File: config.mk
export PLATFORM = sky130hd
export DESIGN_NAME = half_keyboard_space_mirror_filter_core
export DESIGN_NICKNAME = d
export VERILOG_FILES = /design/src/hksm_pkg.sv /design/src/half_keyboard_space_mirror_filter_core.sv
export SDC_FILE = /design/constraint.sdc
export NUM_CORES = 2
export LEC_CHECK = 0
export BUFFER_PORTS_ARGS = -buffer_cell sky130_fd_sc_hd__buf_2
export CAP_MARGIN = 20
export CORE_MARGIN = 4
export CORE_UTILIZATION = 25
export CTS_CLUSTER_DIAMETER = 30
export DETAILED_ROUTE_END_ITERATION = 10
export PLACE_DENSITY = 0.43
export REMOVE_ABC_BUFFERS = 1
export SYNTH_ARGS = -nofsm -noshare
export SYNTH_HDL_FRONTEND = slang
export SYNTH_SLANG_ARGS = --single-unit
File: constraint.sdc
create_clock -name clk -period 66.6 [get_ports clk]
set_input_delay 3.33 -clock clk [delete_from_list [all_inputs] [get_ports clk]]
set_output_delay 3.33 -clock clk [all_outputs]
set_load 0.01 [all_outputs]
File: src/hksm_pkg.sv
`timescale 1ns / 1ps

package hksm_pkg;

	// item field widths
	localparam int KEY_W  = 10;
	localparam int TIME_W = 64;
	localparam int VERD_W = 2;
	localparam int DATA_W = 80;

	// key codes with a special meaning
	localparam logic [KEY_W-1:0] KEY_BKSP      = 10'd14;
	localparam logic [KEY_W-1:0] KEY_TAB       = 10'd15;
	localparam logic [KEY_W-1:0] KEY_RETURN    = 10'd28;
	localparam logic [KEY_W-1:0] KEY_SPC       = 10'd57;
	localparam logic [KEY_W-1:0] KEY_CAPS      = 10'd58;
	localparam logic [KEY_W-1:0] KEY_PAD_ENTER = 10'd96;

	// verdict codes
	localparam logic [VERD_W-1:0] VERDICT_PASS    = 2'd0;
	localparam logic [VERD_W-1:0] VERDICT_DISCARD = 2'd1;
	localparam logic [VERD_W-1:0] VERDICT_INJECT  = 2'd2;

	// register byte address
	localparam logic [2:0] REG_START_ENABLED = 3'd0;

	typedef enum logic [2:0] {
		MODE_IDLE     = 3'b001,
		MODE_PRESSED  = 3'b010,
		MODE_MODIFIED = 3'b100
	} mode_t;

	typedef struct packed {
		logic [KEY_W-1:0]  code;
		logic              pressed;
		logic [TIME_W-1:0] stamp;
		logic [VERD_W-1:0] verdict;
		logic              last;
	} res_t;

	// mirror of a key: four rows of ten reflected, backspace/tab and enter/capslock swapped
	function automatic logic [KEY_W-1:0] mirror_code(input logic [KEY_W-1:0] k);
		logic [KEY_W-1:0] m;
		m = k;
		if (k >= 10'd2 && k <= 10'd11)
			m = 10'd13 - k;
		else if (k >= 10'd16 && k <= 10'd25)
			m = 10'd41 - k;
		else if (k >= 10'd30 && k <= 10'd39)
			m = 10'd69 - k;
		else if (k >= 10'd44 && k <= 10'd53)
			m = 10'd97 - k;
		else if (k == KEY_BKSP)
			m = KEY_TAB;
		else if (k == KEY_TAB)
			m = KEY_BKSP;
		else if (k == KEY_RETURN)
			m = KEY_CAPS;
		else if (k == KEY_CAPS)
			m = KEY_RETURN;
		return m;
	endfunction

endpackage

File: src/half_keyboard_space_mirror_filter_core.sv
`timescale 1ns / 1ps

// Half-keyboard space mirror filter.
// Input stream (s_*): one key event per item; s_tdata holds key code, press flag
// and 64-bit time stamp. Output stream (m_*): one to three items per event, an
// optional queued space press, an optional injected mirror event and always a
// final verdict item marked by m_tlast; m_tuser carries the verdict.
// APB port: register 0 (start_enabled) at byte address 0; writing it also loads
// the live enable flag. Write it only while the block is idle.
// An accepted event is registered in the processing stage, then committed to
// the output queue. Throughput: one event per cycle when each event yields one
// result and the receiver does not stall; an event with several results holds
// the next commit until its last result is being taken. The held-mirror memory
// (one bit per key, two registered read ports, one write port) is read on accept
// and written back on commit, with a bypass for a write to the address being read.
// Reset: mode goes idle, enable and queued space clear, and the memory is
// cleared by a sweep over all KEY_COUNT entries during which s_tready stays low.
// When the receiver stalls, up to three results wait in the output queue and
// one more event waits in the processing stage; then s_tready drops.
module half_keyboard_space_mirror_filter_core #(
	parameter int KEY_COUNT = 768
) (
	input  logic                       clk,
	input  logic                       arst_n,
	// s_tdata: [9:0] key_code, [10] press, [74:11] event_time, [79:75] zero
	input  logic                       s_tvalid,
	output logic                       s_tready,
	input  logic [hksm_pkg::DATA_W-1:0] s_tdata,
	// m_tdata: [9:0] out_key_code, [10] out_pressed, [74:11] out_time, [79:75] zero
	output logic                       m_tvalid,
	input  logic                       m_tready,
	output logic [hksm_pkg::DATA_W-1:0] m_tdata,
	// m_tuser: [1:0] verdict
	output logic [hksm_pkg::VERD_W-1:0] m_tuser,
	output logic                       m_tlast,
	input  logic                       psel,
	input  logic                       penable,
	input  logic                       pwrite,
	input  logic [2:0]                 paddr,
	input  logic [31:0]                pwdata,
	output logic [31:0]                prdata,
	output logic                       pready
);

	import hksm_pkg::*;

	localparam int AW = $clog2(KEY_COUNT);
	localparam logic [KEY_W:0] KEY_LIMIT = (KEY_W + 1)'(KEY_COUNT);
	localparam logic [AW-1:0] CLR_LAST = AW'(KEY_COUNT - 1);

	// held-mirror memory
	logic mem [KEY_COUNT];
	logic mem_we;
	logic [AW-1:0] mem_wa;
	logic mem_wd;

	// clearing sweep
	logic clr_busy_q;
	logic [AW-1:0] clr_cnt_q;

	// architectural state
	mode_t mode_q;
	logic enable_q;
	logic start_enabled_q;
	logic [TIME_W-1:0] qtime_q;

	// processing stage
	logic s1_valid_q;
	logic [KEY_W-1:0] key_s1;
	logic [KEY_W-1:0] mk_s1;
	logic press_s1;
	logic [TIME_W-1:0] time_s1;
	logic key_ok_s1;
	logic mk_ok_s1;
	logic rd_key_s1;
	logic rd_mk_s1;

	// output queue
	res_t ob_q [3];
	logic [1:0] ob_cnt_q;

	// input decode
	logic [KEY_W-1:0] in_key;
	logic [KEY_W-1:0] in_mk;
	logic s_acc;
	logic m_acc;
	logic commit;
	logic ob_free;
	logic cfg_wr;

	// commit results
	mode_t mode_d;
	mode_t mode_cur;
	logic enable_d;
	logic [TIME_W-1:0] qtime_d;
	logic [VERD_W-1:0] verd;
	logic emit_space;
	logic emit_inj;
	logic inj_we;
	res_t new_res [3];
	logic [1:0] new_cnt;

	assign in_key = s_tdata[KEY_W-1:0];
	assign in_mk  = mirror_code(in_key);
	assign m_acc  = m_tvalid && m_tready;
	assign ob_free = (ob_cnt_q == 2'd0) || (ob_cnt_q == 2'd1 && m_acc);
	assign commit = s1_valid_q && ob_free;
	assign s_tready = !clr_busy_q && (!s1_valid_q || commit);
	assign s_acc = s_tvalid && s_tready;
	assign cfg_wr = psel && penable && pwrite && pready;

	// memory write port: sweep after reset, else commit write-back
	always_comb begin
		if (clr_busy_q) begin
			mem_we = 1'b1;
			mem_wa = clr_cnt_q;
			mem_wd = 1'b0;
		end else begin
			mem_we = commit && inj_we;
			mem_wa = mk_s1[AW-1:0];
			mem_wd = press_s1;
		end
	end

	// memory with registered reads and write bypass
	always_ff @(posedge clk) begin
		if (mem_we)
			mem[mem_wa] <= mem_wd;
		if (s_acc) begin
			rd_key_s1 <= (mem_we && mem_wa == in_key[AW-1:0]) ? mem_wd : mem[in_key[AW-1:0]];
			rd_mk_s1  <= (mem_we && mem_wa == in_mk[AW-1:0]) ? mem_wd : mem[in_mk[AW-1:0]];
		end
	end

	// clearing sweep counter
	always_ff @(posedge clk or negedge arst_n) begin
		if (!arst_n) begin
			clr_busy_q <= 1'b1;
			clr_cnt_q  <= '0;
		end else if (clr_busy_q) begin
			clr_cnt_q <= clr_cnt_q + 1'b1;
			if (clr_cnt_q == CLR_LAST)
				clr_busy_q <= 1'b0;
		end
	end

	// stage valid
	always_ff @(posedge clk or negedge arst_n) begin
		if (!arst_n)
			s1_valid_q <= 1'b0;
		else if (s_acc)
			s1_valid_q <= 1'b1;
		else if (commit)
			s1_valid_q <= 1'b0;
	end

	// stage payload
	always_ff @(posedge clk) begin
		if (s_acc) begin
			key_s1    <= in_key;
			mk_s1     <= in_mk;
			press_s1  <= s_tdata[KEY_W];
			time_s1   <= s_tdata[KEY_W+TIME_W:KEY_W+1];
			key_ok_s1 <= {1'b0, in_key} < KEY_LIMIT;
			mk_ok_s1  <= {1'b0, in_mk} < KEY_LIMIT;
		end
	end

	// event evaluation
	always_comb begin
		logic hk;
		logic hm;
		hk = key_ok_s1 && rd_key_s1;
		hm = mk_ok_s1 && rd_mk_s1;
		mode_d = mode_q;
		enable_d = enable_q;
		qtime_d = qtime_q;
		verd = VERDICT_PASS;
		emit_space = 1'b0;
		emit_inj = 1'b0;
		case (mode_q)
			MODE_PRESSED:  mode_cur = MODE_PRESSED;
			MODE_MODIFIED: mode_cur = MODE_MODIFIED;
			default:       mode_cur = MODE_IDLE;
		endcase
		if (key_s1 == KEY_PAD_ENTER) begin
			if (press_s1)
				enable_d = !enable_q;
			mode_d = MODE_IDLE;
			verd = VERDICT_DISCARD;
		end else if (enable_q) begin
			mode_d = mode_cur;
			if (key_s1 == KEY_SPC) begin
				if (press_s1) begin
					if (mode_cur == MODE_IDLE) begin
						mode_d = MODE_PRESSED;
						qtime_d = time_s1;
					end
					verd = VERDICT_DISCARD;
				end else if (mode_cur == MODE_PRESSED) begin
					mode_d = MODE_IDLE;
				end else if (mode_cur == MODE_MODIFIED) begin
					mode_d = MODE_IDLE;
					verd = VERDICT_DISCARD;
				end
			end else if (mk_s1 != key_s1) begin
				if (mode_cur == MODE_PRESSED && press_s1) begin
					mode_d = MODE_MODIFIED;
					verd = VERDICT_INJECT;
				end else if (mode_cur == MODE_MODIFIED) begin
					verd = VERDICT_INJECT;
				end
			end else if (mode_cur == MODE_PRESSED) begin
				mode_d = MODE_IDLE;
			end
			// queued space leaves on return to idle, dropped once modified
			if (mode_d != mode_cur) begin
				if (mode_d == MODE_IDLE) begin
					if (qtime_q != '0) begin
						emit_space = 1'b1;
						qtime_d = '0;
					end
				end else if (mode_d == MODE_MODIFIED) begin
					qtime_d = '0;
				end
			end
			// release of a key whose press went out mirrored
			if (!press_s1 && verd != VERDICT_INJECT && !hk && hm)
				verd = VERDICT_INJECT;
			emit_inj = (verd == VERDICT_INJECT);
		end
		inj_we = emit_inj && mk_ok_s1;
	end

	// result list for this event
	always_comb begin
		res_t sp;
		res_t ij;
		res_t fin;
		sp  = '{code: KEY_SPC, pressed: 1'b1, stamp: qtime_q,
			verdict: VERDICT_PASS, last: 1'b0};
		ij  = '{code: mk_s1, pressed: press_s1, stamp: time_s1,
			verdict: VERDICT_PASS, last: 1'b0};
		fin = '{code: key_s1, pressed: press_s1, stamp: time_s1,
			verdict: verd, last: 1'b1};
		new_res[0] = fin;
		new_res[1] = fin;
		new_res[2] = fin;
		if (emit_space && emit_inj) begin
			new_res[0] = sp;
			new_res[1] = ij;
			new_cnt = 2'd3;
		end else if (emit_space) begin
			new_res[0] = sp;
			new_cnt = 2'd2;
		end else if (emit_inj) begin
			new_res[0] = ij;
			new_cnt = 2'd2;
		end else begin
			new_cnt = 2'd1;
		end
	end

	// state update and configuration
	always_ff @(posedge clk or negedge arst_n) begin
		if (!arst_n) begin
			mode_q          <= MODE_IDLE;
			enable_q        <= 1'b0;
			start_enabled_q <= 1'b0;
			qtime_q         <= '0;
		end else if (cfg_wr) begin
			if (paddr == REG_START_ENABLED) begin
				start_enabled_q <= pwdata[0];
				enable_q        <= pwdata[0];
			end
		end else if (commit) begin
			mode_q   <= mode_d;
			enable_q <= enable_d;
			qtime_q  <= qtime_d;
		end
	end

	// output queue count
	always_ff @(posedge clk or negedge arst_n) begin
		if (!arst_n)
			ob_cnt_q <= 2'd0;
		else if (commit)
			ob_cnt_q <= new_cnt;
		else if (m_acc)
			ob_cnt_q <= ob_cnt_q - 2'd1;
	end

	// output queue entries, head at index 0
	always_ff @(posedge clk) begin
		if (commit) begin
			ob_q[0] <= new_res[0];
			ob_q[1] <= new_res[1];
			ob_q[2] <= new_res[2];
		end else if (m_acc) begin
			ob_q[0] <= ob_q[1];
			ob_q[1] <= ob_q[2];
		end
	end

	assign m_tvalid = (ob_cnt_q != 2'd0);
	assign m_tdata  = {5'b0, ob_q[0].stamp, ob_q[0].pressed, ob_q[0].code};
	assign m_tuser  = ob_q[0].verdict;
	assign m_tlast  = ob_q[0].last;

	// register read-back
	assign pready = 1'b1;
	assign prdata = (paddr == REG_START_ENABLED) ? {31'b0, start_enabled_q} : 32'b0;

	// no event enters during the clearing sweep
	a_no_accept_in_clear: assert property (@(posedge clk) disable iff (!arst_n)
		clr_busy_q |-> !s_tready)
		else $error("event accepted during memory clear");

	// only the final queued result carries tlast
	a_last_at_tail: assert property (@(posedge clk) disable iff (!arst_n)
		m_tvalid |-> (m_tlast == (ob_cnt_q == 2'd1)))
		else $error("tlast out of place in output queue");

	// a commit never overwrites pending results
	a_commit_free: assert property (@(posedge clk) disable iff (!arst_n)
		commit |-> (ob_cnt_q == 2'd0 || (ob_cnt_q == 2'd1 && m_tready)))
		else $error("commit into busy output queue");

	// the output queue grows only by a commit
	a_cnt_range: assert property (@(posedge clk) disable iff (!arst_n)
		ob_cnt_q != 2'd0 |=> ob_cnt_q <= $past(ob_cnt_q) || $past(commit))
		else $error("output queue grew without commit");

endmodule

# --- Word-level counts from Yosys, hierarchy flattened ---
# Memories as Yosys holds them, arrays and structs flattened. A register that Yosys moved wholly into a read port is not among the register bits.
# Index checks and enable logic that the tools add are counted.
op_classes:
  n_addsub: 6
  n_lt_le_gt_ge: 10
  n_eq_ne: 20
  mux: 80
  bitwise_logic: 4
  reduce_logical: 41
ops:
  columns: ["operator", "count"]
  rows:
  - ["$mux W78", 6]
  - ["$mux W64", 7]
  - ["$mux W10", 9]
  - ["$reduce_bool A64 Y1", 1]
  - ["$mux W3", 12]
  - ["$mux W2", 16]
  - ["$mux W1", 29]
  - ["$eq A10 B4 Y1 const B", 2]
  - ["$eq A10 B6 Y1 const B", 2]
  - ["$ge A10 B5 Y1 const B", 2]
  - ["$le A10 B6 Y1 const B", 2]
  - ["$logic_and A1 B1 Y1", 20]
  - ["$lt A10 B10 Y1 const B", 2]
  - ["$sub A7 B10 Y10 const A", 2]
  - ["$reduce_bool A2 Y1", 7]
  - ["$add A10 B1 Y10 const B", 1]
  - ["$eq A10 B10 Y1 const B", 1]
  - ["$eq A10 B5 Y1 const B", 1]
  - ["$eq A10 B7 Y1 const B", 1]
  - ["$ge A10 B2 Y1 const B", 1]
  - ["$ge A10 B6 Y1 const B", 1]
  - ["$le A10 B4 Y1 const B", 1]
  - ["$le A10 B5 Y1 const B", 1]
  - ["$ne A10 B10 Y1", 1]
  - ["21 further kinds", 33]
totals:
  regBits: 170
  mem_bits_rw: 1002
  in_bits: 122
  out_inout_bits: 118
  n_memories: 2
mem_list:
  columns: ["memory", "depth", "word_bits", "read_ports", "rd_clocked_by_memory_dff", "wr", "line_no", "source"]
  rows:
  - ["mem", 768, 1, 2, 2, 1, "half_keyboard_space_mirror_filter_core.sv:52", "logic mem [KEY_COUNT];"]
  - ["ob_q", 3, 78, 3, 0, 3, "half_keyboard_space_mirror_filter_core.sv:79", "res_t ob_q [3];"]

# --- Depth between registers and ports, before layout ---
depth:
  word_depth: 24
  mapped_depth: 20
  depth_no_buf: 16

# --- Worst setup path before layout ---
# OpenSTA, ideal clock, no wires.
synth_timing:
  kind: "reg2reg"
  start: "register clr_busy_q"
  end: "memory mem[0], data pin"
  setup_time_ns: 3.960
  arrival_time_ns: 19.676
  required_time_ns: 62.640
  slack_ns: 42.964
  stages_incl_launch_ff: 5
  period_less_slack_ns: 23.636
  cell_sequence: "dfstp_2 -> clkbuf_1 -> buf_1 -> clkbuf_1 -> nor2b_1"
synth_between:
  elab_chain_len: 1
synth_rtl:
  columns: ["item", "line_no", "source"]
  rows:
  - ["start: declaration", "half_keyboard_space_mirror_filter_core.sv:58", "logic clr_busy_q;"]
  - ["start signal: assignment", "half_keyboard_space_mirror_filter_core.sv:138", "clr_busy_q <= 1'b1;"]
  - ["start signal: assignment", "half_keyboard_space_mirror_filter_core.sv:143", "clr_busy_q <= 1'b0;"]
  - ["$mux W1", "half_keyboard_space_mirror_filter_core.sv:114", "if (clr_busy_q) begin"]
  - ["via mem_wd", "half_keyboard_space_mirror_filter_core.sv:55", "logic mem_wd;"]
  - ["end: declaration", "half_keyboard_space_mirror_filter_core.sv:52", null]
# The timed path passes the listed nets, and every way through them passes these cells.

==> reports/results.ini <==
[synth]
ys_ff_latch = 1173
syn_inst = 4681
yosys_warnings = 0
synth_ff_type = edfxtp_1
synthArstFlopShare_pct = 7.08
yosysUniqueCellTypes = 80
syn_area_um2 = 55200
synth-edff-count = 1090
seq_area_frac_synth_pct = 63.1
synth.avg_cell_area_um2 = 11.8

[critical_path]
cp-end-kind = flop
path_class = in -> reg
critical-path-max-stage-delay_ps = 760
crit_top_cell = buf_4
required_ps = 67110
path_cells = buf_2 -> inv_1 -> ha_1 -> nor2b_1 -> nor4b_4 -> o41ai_4 -> a31o_4 -> nor2_8 -> buf_4 -> buf_4 -> buf_4 -> mux4_2 -> nor2_1 -> o21a_1 -> a311oi_1 -> nor4_1 -> o311ai_1 -> a221oi_1 -> o31ai_1
arrival_ps = 10500
crit_buf_inv = 5
cp-start-kind = primary input
critPathMaxFanout = 58
cp_slowest_cell = buf_4
crit_family = buffers and inverters

[final_layout]
syn_to_final_growth_pct = 26.0
drive_above_1_share_pct = 19.5
fin_area_um2 = 69500
final_util_pct = 31.7
fin_nets = 4988

[job]
max-cap-violations = 0

[clocking]
path_clk_slew_ps = 40
htree_levels = 5
cts_buffer_depth = 4
cts-buffers-inserted = 326
clkLatencyLatePin_ps = 910
cts_root_buf = clkbuf_16
ctsHoldBuffers = 0
postCtsSetupBuffers = 0
cts.sinks = 1173
cts_resized = 0
cts_tree = built

[pwr]
p_leak_nw = 23.9
power_frac_seq_pct = 34.3
powerDensity_nw_per_um2 = 41.4
clkPwrFrac_pct = 53.5
vdd_drop_max_v = 0.0000303
switchingPower_w = 0.000751
pwr-share-comb_pct = 12.2
p_int_w = 0.00213
fin_total_pwr_w = 0.00288
swShare_pct = 26.1

[routing]
first_pass_iters = 7
via_count = 39600
vias_per_cell = 4.97
wl_per_cell_um = 24.4
route.detailed.drc = 0
postRouteAntennaNets = 0
drt_iter0_markers = 3771
wirelength_um = 195000

[hold_path]
hp-class = reg -> reg

[timing]
worst_pin_slew_ps = 1320
fin_tns_setup_ps = 0
fmax_mhz = 100
report.final.slew_viol_count = 0
finalSetupViolCount = 0
max_slew_margin_pct = 11.7
timing.final.crit_share_pct = 15.0
finalHoldViolCount = 0
clock_skew_ps = 96.4
rsz0062_at_grt = false
finalCriticalPeriod_ps = 9990
layout_setup_ws_ps = 56610

[placement]
placed_cell_area_um2 = 58500
hpwl_um = 111000
place.gp.congestion = 0.787
dp_slack_ps = 55830
port_buffers = 166

[floorplan]
coreArea_um2 = 220000
die_x_um = 478
die_area_um2 = 228000
design.portCount = 240
rows = 172
fp.dieH_um = 478
start_util_pct = 25.1

[global_route]
grt_max_degree = 259
grtUsageTotal_pct = 16.6
antenna_found_initial = 28
grt_pass1_wl_um = 281000
overflow = 0
grt_pass1_vias = 39100

[outcome]
status = finished, final reports clean

-- layout make-up --
cell class	instances	area, µm²
Clock buffer	370	8490
Timing Repair Buffer	297	2130
Fill cell	22200	150000
Sequential cell	1173	34800
Multi-Input combinational cell	3033	18000
Antenna cell	8	20.0
Clock inverter	206	2320
Inverter	25	113
Tap cell	2871	3590
-- flip-flops by register name (all words and copies together), names as in the netlist --
name	cells
mk_ok_s1	1
rd_mk_s1	1
press_s1	1
mem	768
time_s1	64
ob_cnt_q	2
clr_cnt_q	10
start_enabled_q	1
key_s1	10
ob_q	233
mk_s1	10
s1_valid_q	1
rd_key_s1	1
qtime_q	64
enable_q	1
mode_q	3
clr_busy_q	1
key_ok_s1	1
-- tightest hold or removal path: cells and delay by family (launching register included) --
family / cells / cell delay (ps)
AND/OR/NAND/NOR: 2 / 90
flip-flops: 1 / 310
-- per-stage QoR --
step | hold WS [ps] | cells
after global placement | 485 | 7381
after detailed placement | 482 | 7391
final | 468 | 7983
after global routing | 493 | 7975
after CTS | 474 | 7967
after floorplan | 459 | 4231
-- cells in the mapped netlist (all sizes together) (6+ instances only) --
master | instances | area [µm²]
a211oi | 73 | 558
a21oi | 103 | 515
a221oi | 17 | 149
a22o | 73 | 639
a22oi | 10 | 75.1
a311oi | 67 | 587
a31o | 6 | 61.3
a31oi | 99 | 626
and2 | 8 | 50.1
and3 | 94 | 588
buf | 246 | 1540
clkbuf | 239 | 897
dfrtp | 81 | 2030
edfxtp | 1090 | 32700
ha | 10 | 125
inv | 25 | 96.3
mux2 | 7 | 78.8
mux2i | 72 | 721
mux4 | 159 | 3580
nand2 | 848 | 3180
nand2b | 9 | 56.3
nand3 | 137 | 686
nand4 | 25 | 156
nor2 | 918 | 3470
nor2b | 8 | 50.1
nor3 | 34 | 175
nor3b | 6 | 45.0
nor4 | 25 | 171
o211ai | 9 | 67.6
o21ai | 43 | 215
o22ai | 9 | 56.3
or3 | 12 | 75.1
xnor2 | 23 | 201
xor2 | 13 | 114
-- final timing paths --
check	depth (start not counted)	endpoint	from	slack [ps]
setup / recovery	19	rd_key_s1	s_tdata[2]	56610
hold / removal	2	ob_q[0][104]	ob_q[1][26]	470
setup reg to reg	5	mem[169]	clr_busy_q	61870
hold reg to reg	2	ob_q[0][104]	ob_q[1][26]	470
max in group asynchronous	2	ob_cnt_q[0]	arst_n	62870
min in group asynchronous	1	qtime_q[7]	arst_n	2480
-- per-layer routing --
metal  track usage [%]  up-vias  wire, µm
met5                 0        -        71
met3              3.75      379     15400
met2              25.7     1548     88400
met1              22.8    20300     85600
li1                  -    17400         -
met4              5.54       12      5380
-- power by group through the flow --
stage	sequential (W)	combinational (W)	clock [W]
3_3_place_gp	0.000996	0.000351	0
4_1_cts	0.000987	0.000355	0.00156
3_5_place_dp	0.000998	0.000354	0
2_1_floorplan	0.00104	0.000190	0
5_1_grt	0.000993	0.000386	0.00161
6_report	0.000986	0.000351	0.00154
-- placed cells by master (no fill, tap or decap), types with 81 or more instances in the layout --
| cell type | count |
|---|---|
| dfrtp_1 | 81 |
| clkbuf_16 | 332 |
| mux4_2 | 159 |
| a31oi_1 | 98 |
| nor2_1 | 913 |
| and3_1 | 94 |
| a21oi_1 | 103 |
| buf_4 | 112 |
| edfxtp_1 | 1090 |
| nand2_1 | 846 |
| buf_2 | 164 |
| nand3_1 | 135 |
-- logic make-up after synthesis --
family                     share of synthesized area, %
and+or+nand+nor                                    16.1
muxes                                              7.94
other                                            0.0136
DFF                                                63.1
AOI/OAI and AO/OA                                  7.50
adders and majority gates                         0.227
buffers and inverters                              4.60
xor gates and xnor gates                          0.571
Note: power is estimated with default switching activity, not from simulation.
